==> src/rtl/wlrr_pkg.sv <==
// Shared types and constants of the wear-levelled record ring.
`default_nettype none
package wlrr_pkg;

  localparam int BYTE_W     = 8;
  localparam int ROW_W      = 5;
  localparam int CFG_IDX_W  = 2;
  localparam int CFG_DATA_W = 10;
  localparam int RAW_W      = 10;

  localparam logic [BYTE_W-1:0] ERASED      = 8'hFF;
  localparam logic [BYTE_W-1:0] FMT_TX_BASE = 8'd250;
  localparam logic [BYTE_W-1:0] FMT_TX_LAST = 8'd249;
  localparam logic [ROW_W-1:0]  MIN_GEN     = 5'd3;

  // Register indexes of the configuration port
  localparam logic [CFG_IDX_W-1:0] CFG_BASE = 2'd0;
  localparam logic [CFG_IDX_W-1:0] CFG_RECB = 2'd1;
  localparam logic [CFG_IDX_W-1:0] CFG_GENS = 2'd2;

  typedef enum logic [1:0] {
    REQ_MOUNT  = 2'd0,
    REQ_READ   = 2'd1,
    REQ_UPDATE = 2'd2,
    REQ_RAW    = 2'd3
  } req_type_t;

  typedef enum logic [2:0] {
    ST_OK          = 3'd0,
    ST_UNCHANGED   = 3'd1,
    ST_NOT_MOUNTED = 3'd2,
    ST_NO_DATA     = 3'd3,
    ST_FORMATTED   = 3'd4,
    ST_LAYOUT      = 3'd5
  } status_t;

  typedef enum logic [3:0] {
    S_CLEAR, S_IDLE, S_M_CHK, S_M_P0, S_M_PREV, S_M_RD, S_M_CMP, S_M_DONE,
    S_F_WR, S_R_RD, S_R_CAP, S_U_RD, S_U_CMP, S_U_NEXT, S_U_WR, S_EMIT
  } state_t;

  typedef struct packed {
    logic [RAW_W-1:0]  raw_address;
    logic [BYTE_W-1:0] data_byte;
    req_type_t         req_type;
  } req_t;

  typedef struct packed {
    logic [BYTE_W-1:0] newest_tx;
    logic [ROW_W-1:0]  newest_row;
    status_t           status;
    logic              last;
    logic [BYTE_W-1:0] out_byte;
  } res_t;

  typedef struct packed {
    logic [CFG_DATA_W-1:0] base_address;
    logic [4:0]            record_bytes;
    logic [4:0]            generations;
  } cfg_t;

endpackage
`default_nettype wire

==> src/rtl/wlrr_ctrl.sv <==
// Request sequencer: mount scan, format, read, update and raw write over one store port.
`default_nettype none
module wlrr_ctrl #(
  parameter int STORE_BYTES = 1024,
  parameter int RECORD_MAX  = 16,
  parameter int GEN_MAX     = 16,
  parameter int AW          = 10,
  parameter int EW          = 12
) (
  input  wire logic           clk,
  input  wire logic           rst,
  input  wire wlrr_pkg::cfg_t cfg,
  input  wire logic           cfg_we,
  input  wire wlrr_pkg::req_t req,
  input  wire logic           req_valid,
  output logic                req_ready,
  output wlrr_pkg::res_t      res,
  output logic                res_valid,
  input  wire logic           res_free,
  output logic [AW-1:0]       mem_addr,
  output logic                mem_we,
  output logic [7:0]          mem_wdata,
  input  wire logic [7:0]     mem_rdata
);

  localparam int SW = (RECORD_MAX > 1) ? $clog2(RECORD_MAX) : 1;
  localparam logic [AW-1:0] CLR_LAST = AW'(STORE_BYTES - 1);

  wlrr_pkg::state_t  state, state_next;
  wlrr_pkg::status_t res_status;
  logic [AW-1:0] clr_addr;
  logic          mounted, real_seen, res_last;
  logic [4:0]    cur_row, tmp_row, r, i, sc;
  logic [7:0]    cur_tx, prev, res_byte;
  logic [EW-1:0] ptr, prev_ptr, cur_base, tmp_base;
  logic [7:0]    staging [RECORD_MAX];

  logic [5:0]    step;
  logic [EW-1:0] step_ext, base_ext, addr_sum, ptr_step, ring_end, raw_ext;
  logic [4:0]    off, gen, rb;
  logic [7:0]    stage_rd, prev_inc;
  logic          layout_bad, raw_ok, rd_last, wr_last, row_last, empty, seq_match, gap_match;

  assign gen      = cfg.generations;
  assign rb       = cfg.record_bytes;
  assign step     = {1'b0, rb} + 6'd1;
  assign step_ext = EW'(step);
  assign base_ext = EW'(cfg.base_address);
  assign raw_ext  = EW'(req.raw_address);
  assign raw_ok   = raw_ext < EW'(STORE_BYTES);
  assign ring_end = base_ext + EW'(gen) * step_ext;
  assign layout_bad = (rb < 5'd1) || (32'(rb) > RECORD_MAX) || (gen < wlrr_pkg::MIN_GEN) ||
                      (32'(gen) > GEN_MAX) || (ring_end > EW'(STORE_BYTES));

  // Shared address unit: row pointer plus byte offset
  assign off      = (state == wlrr_pkg::S_M_P0 || state == wlrr_pkg::S_M_RD) ? rb : i;
  assign addr_sum = ptr + EW'(off);
  assign ptr_step = ptr + step_ext;

  assign stage_rd  = staging[i[SW-1:0]];
  assign prev_inc  = prev + 8'd1;
  assign seq_match = mem_rdata == prev_inc;
  assign gap_match = (mem_rdata + {3'b000, gen}) == prev_inc;
  assign rd_last   = (i + 5'd1) == rb;
  assign wr_last   = i == rb;
  assign row_last  = (r + 5'd1) == gen;
  assign empty     = cur_row >= gen;

  // Next state
  always_comb begin
    state_next = state;
    case (state)
      wlrr_pkg::S_CLEAR: if (clr_addr == CLR_LAST) state_next = wlrr_pkg::S_IDLE;
      wlrr_pkg::S_IDLE: begin
        if (req_valid) begin
          case (req.req_type)
            wlrr_pkg::REQ_MOUNT: state_next = wlrr_pkg::S_M_CHK;
            wlrr_pkg::REQ_READ:
              state_next = (!mounted || empty) ? wlrr_pkg::S_EMIT : wlrr_pkg::S_R_RD;
            wlrr_pkg::REQ_UPDATE: begin
              if (!mounted) state_next = wlrr_pkg::S_EMIT;
              else if ((sc + 5'd1) < rb) state_next = wlrr_pkg::S_IDLE;
              else if (empty) state_next = wlrr_pkg::S_U_NEXT;
              else state_next = wlrr_pkg::S_U_RD;
            end
            default: state_next = wlrr_pkg::S_IDLE;
          endcase
        end
      end
      wlrr_pkg::S_M_CHK: state_next = layout_bad ? wlrr_pkg::S_EMIT : wlrr_pkg::S_M_P0;
      wlrr_pkg::S_M_P0:  state_next = wlrr_pkg::S_M_PREV;
      wlrr_pkg::S_M_PREV: state_next = wlrr_pkg::S_M_RD;
      wlrr_pkg::S_M_RD:  state_next = wlrr_pkg::S_M_CMP;
      wlrr_pkg::S_M_CMP: begin
        if (!seq_match && !gap_match) state_next = wlrr_pkg::S_F_WR;
        else if (row_last) state_next = wlrr_pkg::S_M_DONE;
        else state_next = wlrr_pkg::S_M_RD;
      end
      wlrr_pkg::S_M_DONE: state_next = wlrr_pkg::S_EMIT;
      wlrr_pkg::S_F_WR: if (wr_last && row_last) state_next = wlrr_pkg::S_EMIT;
      wlrr_pkg::S_R_RD:  state_next = wlrr_pkg::S_R_CAP;
      wlrr_pkg::S_R_CAP: state_next = wlrr_pkg::S_EMIT;
      wlrr_pkg::S_U_RD:  state_next = wlrr_pkg::S_U_CMP;
      wlrr_pkg::S_U_CMP: begin
        if (stage_rd != mem_rdata) state_next = wlrr_pkg::S_U_NEXT;
        else if (rd_last) state_next = wlrr_pkg::S_EMIT;
        else state_next = wlrr_pkg::S_U_RD;
      end
      wlrr_pkg::S_U_NEXT: state_next = wlrr_pkg::S_U_WR;
      wlrr_pkg::S_U_WR: if (wr_last) state_next = wlrr_pkg::S_EMIT;
      wlrr_pkg::S_EMIT: begin
        if (res_free) state_next = res_last ? wlrr_pkg::S_IDLE : wlrr_pkg::S_R_RD;
      end
      default: state_next = wlrr_pkg::S_IDLE;
    endcase
  end

  // Store port and handshake outputs
  always_comb begin
    req_ready = state == wlrr_pkg::S_IDLE;
    res_valid = state == wlrr_pkg::S_EMIT;
    mem_addr  = addr_sum[AW-1:0];
    mem_we    = 1'b0;
    mem_wdata = wlrr_pkg::ERASED;
    case (state)
      wlrr_pkg::S_CLEAR: begin
        mem_addr = clr_addr;
        mem_we   = 1'b1;
      end
      wlrr_pkg::S_IDLE: begin
        mem_addr  = raw_ext[AW-1:0];
        mem_we    = req_valid && (req.req_type == wlrr_pkg::REQ_RAW) && raw_ok;
        mem_wdata = req.data_byte;
      end
      wlrr_pkg::S_F_WR: begin
        mem_we    = 1'b1;
        mem_wdata = wr_last ? ({3'b000, r} + wlrr_pkg::FMT_TX_BASE) : wlrr_pkg::ERASED;
      end
      wlrr_pkg::S_U_WR: begin
        mem_we    = 1'b1;
        mem_wdata = wr_last ? cur_tx : stage_rd;
      end
      default: mem_we = 1'b0;
    endcase
  end

  assign res.out_byte   = res_byte;
  assign res.last       = res_last;
  assign res.status     = res_status;
  assign res.newest_row = cur_row;
  assign res.newest_tx  = cur_tx;

  // Staging buffer for update bytes
  always_ff @(posedge clk) begin
    if (state == wlrr_pkg::S_IDLE && req_valid && req.req_type == wlrr_pkg::REQ_UPDATE &&
        mounted && 32'(sc) < RECORD_MAX) begin
      staging[sc[SW-1:0]] <= req.data_byte;
    end
  end

  // Sequencer registers
  always_ff @(posedge clk) begin
    if (rst) begin
      state    <= wlrr_pkg::S_CLEAR;
      clr_addr <= '0;
      mounted  <= 1'b0;
      cur_row  <= '0;
      cur_tx   <= '0;
      sc       <= '0;
    end else begin
      state <= state_next;
      case (state)
        wlrr_pkg::S_CLEAR: clr_addr <= clr_addr + AW'(1);
        wlrr_pkg::S_IDLE: begin
          if (req_valid) begin
            res_byte   <= '0;
            res_last   <= 1'b1;
            res_status <= wlrr_pkg::ST_NOT_MOUNTED;
            i          <= '0;
            real_seen  <= 1'b0;
            ptr        <= cur_base;
            case (req.req_type)
              wlrr_pkg::REQ_MOUNT: begin
                mounted <= 1'b0;
                sc      <= '0;
              end
              wlrr_pkg::REQ_READ: if (mounted) res_status <= wlrr_pkg::ST_NO_DATA;
              wlrr_pkg::REQ_UPDATE: begin
                if (mounted) sc <= ((sc + 5'd1) < rb) ? sc + 5'd1 : 5'd0;
              end
              default: ;
            endcase
          end
        end
        wlrr_pkg::S_M_CHK: begin
          ptr        <= base_ext;
          res_status <= wlrr_pkg::ST_LAYOUT;
        end
        wlrr_pkg::S_M_PREV: begin
          prev     <= mem_rdata;
          r        <= 5'd1;
          prev_ptr <= ptr;
          ptr      <= ptr_step;
          tmp_row  <= gen - 5'd1;
        end
        wlrr_pkg::S_M_CMP: begin
          if (seq_match || gap_match) begin
            if (!seq_match) begin
              cur_tx   <= prev;
              tmp_row  <= r - 5'd1;
              tmp_base <= prev_ptr;
            end
            prev     <= mem_rdata;
            r        <= r + 5'd1;
            prev_ptr <= ptr;
            ptr      <= ptr_step;
          end else begin
            ptr <= base_ext;
            r   <= '0;
            i   <= '0;
          end
        end
        wlrr_pkg::S_M_DONE: begin
          cur_row    <= tmp_row;
          mounted    <= 1'b1;
          res_status <= wlrr_pkg::ST_OK;
          if (tmp_row == gen - 5'd1) begin
            cur_base <= prev_ptr;
            cur_tx   <= prev;
          end else begin
            cur_base <= tmp_base;
          end
        end
        wlrr_pkg::S_F_WR: begin
          if (wr_last) begin
            i   <= '0;
            r   <= r + 5'd1;
            ptr <= ptr_step;
            if (row_last) begin
              cur_row    <= gen;
              cur_tx     <= {3'b000, gen} + wlrr_pkg::FMT_TX_LAST;
              mounted    <= 1'b1;
              res_status <= wlrr_pkg::ST_FORMATTED;
            end
          end else begin
            i <= i + 5'd1;
          end
        end
        wlrr_pkg::S_R_CAP: begin
          res_byte   <= mem_rdata;
          res_last   <= rd_last;
          real_seen  <= real_seen || (mem_rdata != wlrr_pkg::ERASED);
          res_status <= (rd_last && !real_seen && mem_rdata == wlrr_pkg::ERASED) ?
                        wlrr_pkg::ST_NO_DATA : wlrr_pkg::ST_OK;
        end
        wlrr_pkg::S_U_CMP: begin
          res_status <= wlrr_pkg::ST_UNCHANGED;
          if (stage_rd == mem_rdata && !rd_last) i <= i + 5'd1;
        end
        wlrr_pkg::S_U_NEXT: begin
          cur_tx <= cur_tx + 8'd1;
          i      <= '0;
          if (empty || (cur_row + 5'd1) >= gen) begin
            cur_row  <= '0;
            cur_base <= base_ext;
            ptr      <= base_ext;
          end else begin
            cur_row  <= cur_row + 5'd1;
            cur_base <= cur_base + step_ext;
            ptr      <= cur_base + step_ext;
          end
        end
        wlrr_pkg::S_U_WR: begin
          res_status <= wlrr_pkg::ST_OK;
          if (!wr_last) i <= i + 5'd1;
        end
        wlrr_pkg::S_EMIT: if (res_free && !res_last) i <= i + 5'd1;
        default: ;
      endcase
      // Any register write drops the mount and the staged bytes
      if (cfg_we) begin
        mounted <= 1'b0;
        sc      <= '0;
      end
    end
  end

endmodule
`default_nettype wire

==> config.mk <==
export PLATFORM = sky130hd
export DESIGN_NAME = wlrr_ctrl
export DESIGN_NICKNAME = d
export VERILOG_FILES = /design/src/rtl/wlrr_pkg.sv /design/src/rtl/wlrr_ctrl.sv
export SDC_FILE = /design/constraint.sdc
export NUM_CORES = 1
export LEC_CHECK = 0
export BUFFER_PORTS_ARGS = -buffer_cell sky130_fd_sc_hd__buf_2
export CORE_AREA = 8 8 201 155
export DETAILED_ROUTE_END_ITERATION = 7
export DIE_AREA = 0 0 209 163
export PLACE_DENSITY_LB_ADDON = 0.2
export SETUP_SLACK_MARGIN = 0.2
export SKIP_LAST_GASP = 1
export SYNTH_ARGS = -nofsm -noshare
export SYNTH_HDL_FRONTEND = slang
export SYNTH_SLANG_ARGS = --single-unit
==> constraint.sdc <==
create_clock -name clk -period 4.8 [get_ports clk]
set_clock_uncertainty 0.15 [all_clocks]
set_input_delay 0.72 -clock clk [delete_from_list [all_inputs] [get_ports clk]]
set_output_delay 0.72 -clock clk [all_outputs]
set_load 0.01 [all_outputs]
==> flow_metrics.tcl, run 1 <==
set metrics [dict create \
    synth_cells 1363 \
    drtPass1Iterations 6 \
    numCtsBuffers 26 \
    setup_ws_ns 0.3886 \
    ir_drop_uv 271.2 \
    synth.top_cell.area_share 0.4060 \
    syn-num-nets 1515 \
    synth_mux_area_frac 0.09197 \
    antenna_found_initial 0 \
    netlist_top_cells_count "edfxtp_1 (204), nor2_1 (130), a21oi_1 (85), nand2_1 (85), ha_1 (74)" \
    drt_iter0_markers 1390 \
    drive_gt1_frac 0.2041 \
    num_rows 53 \
    drt-total-wl_um 43740 \
    min_path_type "reg -> reg" \
    final_util 0.6273 \
    worstPathArrival_ns 3.54 \
    cp-start-kind "flop" \
    powerDensity_nw_per_um2 348.8 \
    synth_top_area_cell "edfxtp_1" \
    ant_nets 0 \
    status "finished, final reports clean" \
    die-width_um 209 \
    cts_setup_buffers 0 \
    crit_type "reg -> out" \
    grt.total_usage 0.2524 \
    finalSetupViolations 0 \
    synth-adder-area-share 0.09454 \
    hold_start "prev_ptr[1]" \
    ys.flop_type "edfxtp_1" \
    synth-simple-area-share 0.1212 \
    r2r_end "i[0]" \
    die_y_um 163 \
    ys_ff_latch 241 \
    design.die.area_sq_um 34070 \
    worst_pin_slew_ns 1.045 \
    worst_setup_path_end_kind "output port" \
    fin_nets 1636 \
    wl_per_cell_um 23.49 \
    hold_slack_ns 0.2917 \
    hold_end "tmp_base[1]" \
    period_share 0.9190 \
    cts_buffer_depth 3 \
    hold_viol 0 \
    synthArstFlopShare 0 \
    max_stage_delay_ns 0.36 \
    vias_per_cell 6.237 \
    clk_latency_ns 0.55 \
    ff2ff_setup_slack_ns 1.05 \
    area_growth_pct 15.25 \
    gp_routability_congestion 0.9411 \
    slowest_stage "dfxtp_2" \
    slew_headroom 0.3021 \
    ys_types 83 \
    yosysMostFrequentCell "edfxtp_1" \
    dpl.hpwl_um 32950 \
    reg2reg_depth 9 \
    crit_fanout 7 \
    synth-edff-count 204 \
    clkSinkCount 241 \
    start_util 0.5443 \
    synth_top_family_by_area "compound AO/OA/AOI/OAI gates" \
    required_ns 3.93 \
    num_io_pins 99 \
    vias 11610 \
    cts_tree "done" \
    grt_max_degree 40 \
    syn-cell-area_sq_um 15090 \
    grt_pass1_vias 11390 \
    cp-startpoint "state[2]" \
    cap_violations 0 \
    htree_levels 1 \
    grt_pass1_wl_um 67130 \
    remaining_drc_errors 0 \
    period_needed_ns 4.411 \
    synth.area.top_cells "edfxtp_1 (41%), ha_1 (6.1%), mux4_2 (4.9%)" \
    synth_xor_xnor_area_share 0.06966 \
    portBuffers 98 \
    yosysSeqAreaShare 0.4551 \
    grt_overflow 0 \
    dp_slack_ns -0.2304 \
    ys_warn_count 0 \
    cts-root-buf "clkbuf_16" \
    crit_family "compound AO/OA/AOI/OAI gates" \
    clock.fmax_ghz 0.2267 \
    clk_pin_slew_worst_paths_ns 0.07 \
    syn_avg_cell_area_sq_um 11.07 \
    crit_chain "nand2b_1 > a21oi_4 > buf_4 > mux2_2 > ha_1 > a21o_1 > a21oi_1 > o21bai_1 > a21oi_2 > nor2b_1 > nand4_1 > xor2_1 > mux2i_1 > buf_2" \
    core_sq_um 27720 \
    p_leak_nw 6.583 \
    rsz0062_at_grt "yes" \
    synth_compound_area_frac 0.1308 \
    path_buf_inv 2 \
    min_path_cells 0 \
    slew_viol_final 0 \
]
-- flip-flops by register name, summed over array words and instances (netlist names), 8 cells and up, named ones only --
register / count
clr_addr: 10
cur_base: 10
cur_tx: 8
prev: 8
prev_ptr: 10
ptr: 10
res_byte: 8
staging: 128
tmp_base: 10
-- how the worst max path moves through the flow --
stage	endpoint	cells after the start
after floorplan	state[3]	17
after global placement	state[3]	19
after detailed placement	state[3]	19
after CTS	mem_addr[8]	14
after global routing	mem_addr[8]	14
final	mem_addr[9]	14
-- where the power goes --
group	leakage (nW)	switching, mW	internal (mW)
clock	0.436	0.857	1.30
combinational	4.01	0.844	0.684
sequential	2.14	0.0781	2.31
total	6.58	1.78	4.29
-- metrics by stage --
step | std cells | instance area [sq um] | TNS, ns | total power, mW
6_report | 1862 | 17390 | 0 | 6.065
5_1_grt | 1861 | 17390 | 0 | 6.310
4_1_cts | 1861 | 17330 | 0 | 6.039
3_5_place_dp | 1813 | 16400 | -0.4193 | 3.893
3_3_place_gp | 1813 | 16400 | -0.1668 | 3.870
2_1_floorplan | 1363 | 15260 | 0 | 3.428
-- cell type report --
| cell class | instances | area (sq um) |
|---|---|---|
| clock buffer | 31 | 690.7 |
| fill | 2233 | 10330 |
| antenna | 1 | 2.502 |
| sequential | 241 | 6870 |
| timing repair buffer | 165 | 1006 |
| inverter | 67 | 254.0 |
| multi-input combinational | 983 | 7896 |
| clock inverter | 17 | 221.5 |
| tap | 357 | 446.7 |
-- kinds of logic after synthesis --
family                   Yosys count
buffers and inverters            139
AO/OA/AOI/OAI                    293
AND/OR/NAND/NOR                  383
adder cells (fa/ha/maj)           99
flip-flops                       241
XOR/XNOR                         116
multiplexers                      92
-- worst register-to-register path: cells and delay by family, from the launching register on --
kind / cells / cell delay [ns]
flops: 1 / 0.79
mux: 2 / 0.74
xor+xnor: 1 / 0.19
buf+inv: 2 / 0.49
simple gates: 2 / 0.31
compound gates: 2 / 0.79
-- timing repair --
item,CTS,global route
pin swaps,0,2
endpoints found under the setup margin,4,6
hold buffers,0,0
resized for setup,3,14
-- routing by layer --
metal,global-route usage,vias to the layer above,wire length (um)
li1,-,5285,-
met1,0.3824,5656,19540
met2,0.3701,625,18670
met3,0.06019,48,5047
met4,0.03740,0,486
met5,0,-,0
-- placed cells by master (no fill, tap or decap), types with 6 or more instances in the layout --
cell type  count
a211oi_1      16
a21boi_0       6
a21o_1        12
a21oi_1       78
a21oi_2        6
a221oi_1      15
a31oi_1       11
and2_1        18
and3_1         9
buf_2         98
buf_4         66
clkbuf_16     27
dfxtp_1       34
edfxtp_1     204
fa_1          25
ha_1          68
inv_1         64
mux2_2         8
mux2i_1       46
mux4_2        33
nand2_1       85
nand2b_1      15
nand3_1       27
nand4_1        9
nor2_1       128
nor2b_1       21
nor3_1        25
o211ai_1       8
o21ai_0       59
o21bai_1       6
o311ai_0       6
o31a_1         8
or3_1          9
xnor2_1       70
xor2_1        40
Note: power is estimated with default switching activity, not from simulation.
==> run 2: changes to the inputs <==
Settings changed: CORE_AREA 8 8 201 155 to 8 8 184 169, DIE_AREA 0 0 209 163 to 0 0 192 177.
==> run 2 against run 1 <==
Compared with the run above: cell count grew 0.86%; flip-flop and latch count stayed put; clock power decreased by 2%; count of clock-buffer cells in the layout down 2; core utilization decreased by 0.80 points; first-iteration DRC count is 15% lower; register-to-register slack better by 0.10 ns; critical path depth rose by 4; wire length down 4.4%; hold slack worse by 0.0010 ns; highest routed layer is now met5.
==> flow_metrics.tcl, run 2 (same netlist as run 1, synthesis figures left out) <==
set metrics [dict create \
    status "finished, final reports clean" \
    min_path_type "in -> reg" \
    clkSinkCount 241 \
    cp-start-kind "input port" \
    crit_type "in -> reg" \
    drtPass1Iterations 7 \
    critPathCapture "state[3]" \
    dpl.hpwl_um 31000 \
    num_rows 59 \
    cp-startpoint "cfg[6]" \
    num_io_pins 99 \
    htree_levels 1 \
    ant_nets 0 \
    drt_iter0_markers 1175 \
    worst_setup_path_end_kind "flop" \
    period_needed_ns 4.465 \
    final_common_cell "edfxtp_1" \
    area_growth_pct 15.76 \
    cts_buffer_depth 3 \
    clock.fmax_ghz 0.2240 \
    vias 11510 \
    layout_common_cells "edfxtp_1 (204), nor2_1 (127), buf_2 (96)" \
    period_share 0.9302 \
    drive_gt1_frac 0.2078 \
    grt_max_degree 40 \
    largest_register_ffs 128 \
    final_util 0.6193 \
    clk_pin_slew_worst_paths_ns 0.06 \
    remaining_drc_errors 0 \
    grt_pass1_vias 11020 \
    core_sq_um 28200 \
    cts_tree "done" \
    worst_pin_slew_ns 1.102 \
    powerDensity_nw_per_um2 342.6 \
    slew_headroom 0.2577 \
    start_util 0.5350 \
    numCtsBuffers 27 \
    reg2reg_depth 7 \
    fin_area_sq_um 17460 \
    worstPathArrival_ns 4.71 \
    holdBufCountCts 0 \
    r2r_start "state[2]" \
    wl_per_cell_um 22.27 \
    hold_viol 0 \
    r2r_end "staging[10][4]" \
    die_y_um 177 \
    fin_nets 1643 \
    clk_latency_ns 0.56 \
    vias_per_cell 6.129 \
    slew_viol_final 0 \
    cts-root-buf "clkbuf_16" \
    placedInstanceArea_sq_um 16420 \
    dp_cells 1824 \
    finalSetupViolations 0 \
    design.die.area_sq_um 33980 \
    gp_routability_congestion 0.8788 \
    grt.total_usage 0.2425 \
    required_ns 5.04 \
    power_mw 5.983 \
    antenna_found_initial 5 \
    p_leak_nw 6.611 \
    rsz0062_at_grt "no" \
    ir_drop_uv 343.2 \
    layout.cells.non_filler 1878 \
    ff2ff_setup_slack_ns 1.15 \
    grt_overflow 0 \
    grt_pass1_wl_um 64160 \
    crit_fanout 6 \
    portBuffers 98 \
    fin_tns_setup_ns 0 \
    die-width_um 192 \
    drt-total-wl_um 41820 \
    cap_violations 0 \
]
## run 2: power breakdown
group          total, mW  switching, mW  internal [mW]
Combinational       1.52          0.832          0.691
Clock               2.10          0.855           1.24
Sequential          2.36         0.0559           2.31
Total               5.98           1.74           4.24
## run 2: per-layer routing
layer | up-vias | GRT usage | wire length (um)
li1 | 5297 | - | -
met1 | 5585 | 0.3506 | 18430
met2 | 540 | 0.3661 | 18360
met3 | 83 | 0.05221 | 3895
met4 | 6 | 0.06266 | 1097
met5 | - | 0 | 41
## run 2: layout make-up
class	instances	area, sq um
timing repair buffer	171	1064
clock inverter	20	212.7
multi-input combinational	983	7921
sequential	241	6869
antenna	1	2.502
inverter	67	254.0
clock buffer	29	683.2
tap	366	457.9
fill	2321	10740
## run 2: worst min-delay path by stage
| stage | start | end | slack (ns) | cells past startpoint |
|---|---|---|---|---|
| 4_1_cts | mem_rdata[6] | prev[6] | 0.28 | 1 |
| 5_1_grt | mem_rdata[6] | prev[6] | 0.29 | 1 |
| 3_3_place_gp | prev_ptr[7] | tmp_base[7] | 0.28 | 0 |
| 2_1_floorplan | prev_ptr[6] | tmp_base[6] | 0.27 | 0 |
| 3_5_place_dp | prev_ptr[6] | tmp_base[6] | 0.29 | 0 |
| 6_report | mem_rdata[6] | prev[6] | 0.29 | 1 |
## run 2: stage by stage
| stage | worst slack [ns] | hold slack, ns |
|---|---|---|
| after floorplan | 0.2027 | 0.2722 |
| after global placement | -0.1533 | 0.2761 |
| after detailed placement | -0.2491 | 0.2868 |
| after CTS | 0.2028 | 0.2771 |
| after global routing | 0.1874 | 0.2857 |
| final | 0.3350 | 0.2906 |
## run 2: critical path, stage by stage
cell,delay [ns]
buf_4,0.13
ha_4,0.17
buf_12,0.12
xor2_4,0.21
and2_1,0.18
fa_1,0.43
fa_1,0.55
inv_1,0.06
fa_1,0.53
inv_1,0.06
ha_4,0.30
nand3_2,0.11
a21oi_2,0.17
o31a_1,0.22
o2111ai_1,0.15
o31a_1,0.34
o21ai_2,0.16
a211oi_2,0.08
## run 2: what timing repair did
item                                    CTS  global route
resized for setup                         5            21
endpoints found under the setup margin    2             4
setup buffers                             0             4
pin swaps                                 1            15
==> run 3: changes to the inputs <==
==> constraint.sdc (replaced) <==
create_clock -name clk -period 4.6 [get_ports clk]
set_clock_uncertainty 0.15 [all_clocks]
set_input_delay 0 -clock clk [delete_from_list [all_inputs] [get_ports clk]]
set_output_delay 0 -clock clk [all_outputs]
set_load 0.01 [all_outputs]
==> run 3 against run 2 <==
Compared with the run above: cell count up 0.64%; sequential power up 4%; sequential share of layout area up 0.20 points; count of clock-buffer cells in the layout up 4; clock power down 2%; via count down 0.22%; combinational power down 4%; register-to-register slack worse by 0.33 ns; largest cell class unchanged; largest power group unchanged; highest routed layer unchanged.
==> flow_metrics.tcl, run 3 (same netlist as run 1, synthesis figures left out) <==
set metrics [dict create \
    hold_start "cfg[2]" \
    die_y_um 177 \
    period_needed_ns 4.138 \
    htree_levels 1 \
    drt-total-wl_um 41320 \
    vias 11490 \
    remaining_drc_errors 0 \
    clkSinkCount 241 \
    clock.fmax_ghz 0.2417 \
    design.die.area_sq_um 33980 \
    fin_tns_setup_ns 0 \
    die-width_um 192 \
    clk_pin_slew_worst_paths_ns 0.07 \
    slew_headroom 0.2861 \
    cts_tree "done" \
    status "finished, final reports clean" \
    grt_max_degree 40 \
    diodes 0 \
    slowest_stage "fa_1" \
    area_growth_pct 15.16 \
    p_clk_frac 0.343 \
    fin_nets 1656 \
    drt_iter0_markers 1245 \
    dp_cells 1804 \
    final_util 0.6161 \
    required_ns 4.87 \
    numCtsBuffers 27 \
    power_mw 5.972 \
    grt_pass1_vias 11260 \
    cap_violations 0 \
    num_rows 59 \
    switchingPower_mw 1.759 \
    worstPathArrival_ns 4.41 \
    drtPass1Iterations 7 \
    pwr-share-seq 0.412 \
    p_leak_nw 6.614 \
    crit_type "in -> reg" \
    r2r_start "prev[0]" \
    antenna_found_initial 2 \
    slew_viol_final 0 \
    rsz0062_at_grt "no" \
    cts-root-buf "clkbuf_16" \
    layout.cells.non_filler 1890 \
    intPower_mw 4.213 \
    layout_common_cells "edfxtp_1 (204), nor2_1 (130), buf_2 (96)" \
    setup_ws_ns 0.4623 \
    dpl.hpwl_um 30380 \
    grt_overflow 0 \
    r2r_end "tmp_row[4]" \
    gp_routability_congestion 0.9014 \
    num_io_pins 99 \
    hold_viol 0 \
    start_util 0.5350 \
    p_comb_frac 0.245 \
    finalSetupViolations 0 \
    ir_drop_uv 326.2 \
    crit_family "adder cells" \
    cts_buffer_depth 3 \
    vias_per_cell 6.077 \
    crit_chain "dlygate4sd3_1 > buf_2 > inv_1 > nor2_1 > fa_1 > ha_1 > fa_1 > inv_1 > fa_1 > nand2b_1 > a21oi_1 > o31a_1 > o2111ai_1 > o31a_1 > o21ai_1 > a31oi_1" \
    core_sq_um 28200 \
    dp_slack_ns -0.2555 \
    powerDensity_nw_per_um2 343.7 \
    ant_nets 0 \
    drive_gt1_frac 0.1667 \
    min_path_type "in -> reg" \
    wl_per_cell_um 21.86 \
    crit_fanout 7 \
    cp-start-kind "input port" \
    worst_setup_path_end_kind "flop" \
    reg2reg_depth 8 \
    portBuffers 98 \
    largest_register_ffs 128 \
    worst_pin_slew_ns 1.060 \
    grt_pass1_wl_um 64240 \
    crit_top_cell "fa_1" \
    clk_latency_ns 0.55 \
    min_path_cells 4 \
    hold_end "tmp_row[2]" \
    grt.total_usage 0.2403 \
    final_common_cell "edfxtp_1" \
    ff2ff_setup_slack_ns 0.82 \
    period_share 0.8995 \
    p_sw_frac 0.2945 \
    path_buf_inv 4 \
    max_stage_delay_ns 0.58 \
]
## run 3: cell types whose count changed in the layout (fill, tap and decap cells not counted), moves of 4 or more
cell / delta
buf_4: -25
ha_1: +6
a21oi_1: +4
dlygate4sd3_1: +37
ha_4: -5
## run 3: worst register-to-register path: cells and delay by family, from the launching register on
kind / cells / cell delay [ns]
AO/OA/AOI/OAI: 3 / 1.25
XOR/XNOR: 2 / 0.41
adder cells (fa/ha/maj): 1 / 0.32
flip-flops: 1 / 0.53
AND/OR/NAND/NOR: 2 / 0.76
## run 3: worst max-delay path by stage
| stage | from | endpoint | depth (start not counted) |
|---|---|---|---|
| after global routing | state[1] | mem_addr[8] | 16 |
| final | cfg[0] | state[2] | 16 |
| after global placement | cfg[5] | state[2] | 19 |
| after CTS | cfg[4] | state[2] | 17 |
| after detailed placement | cfg[6] | state[2] | 18 |
| after floorplan | cfg[7] | state[3] | 17 |
## run 3: final cells by class
class | instances | area, sq um
Clock inverter | 16 | 116.4
Multi-Input combinational cell | 983 | 7710
Tap cell | 366 | 457.9
Clock buffer | 33 | 718.2
Fill cell | 2302 | 10830
Timing Repair Buffer | 184 | 1250
Sequential cell | 241 | 6868
Inverter | 67 | 254.0
## run 3: timing repair
item,in CTS,in global routing
resized for setup,0,10
buffers inserted,0,0
setup endpoints to repair,0,4
hold buffers,37,0
endpoints found under the hold margin,198,0
## run 3: through the flow
stage	hold WS, ns	area [sq um]
finish	0.07363	17370
global route	0.09228	17370
CTS	0.04911	17340
detailed placement	0.1318	16140
global placement	0.1354	16140
floorplan	-0.05113	15090
## run 3: power by group through the flow
stage               Clock, mW  Sequential [mW]  Combinational (mW)
CTS                      2.08             2.46                1.46
global route             2.16             2.47                1.60
detailed placement          0             2.51                1.42
floorplan                   0             2.48                1.03
global placement            0             2.51                1.40
finish                   2.05             2.46                1.46
## run 3: metal layers
| metal | vias to the layer above | part of all wire | global-route usage |
|---|---|---|---|
| li1 | 5325 | - | - |
| met1 | 5582 | 0.45 | 0.3582 |
| met2 | 503 | 0.44 | 0.3617 |
| met3 | 72 | 0.086 | 0.04117 |
| met4 | 4 | 0.020 | 0.05503 |
| met5 | - | 0.00065 | 0 |
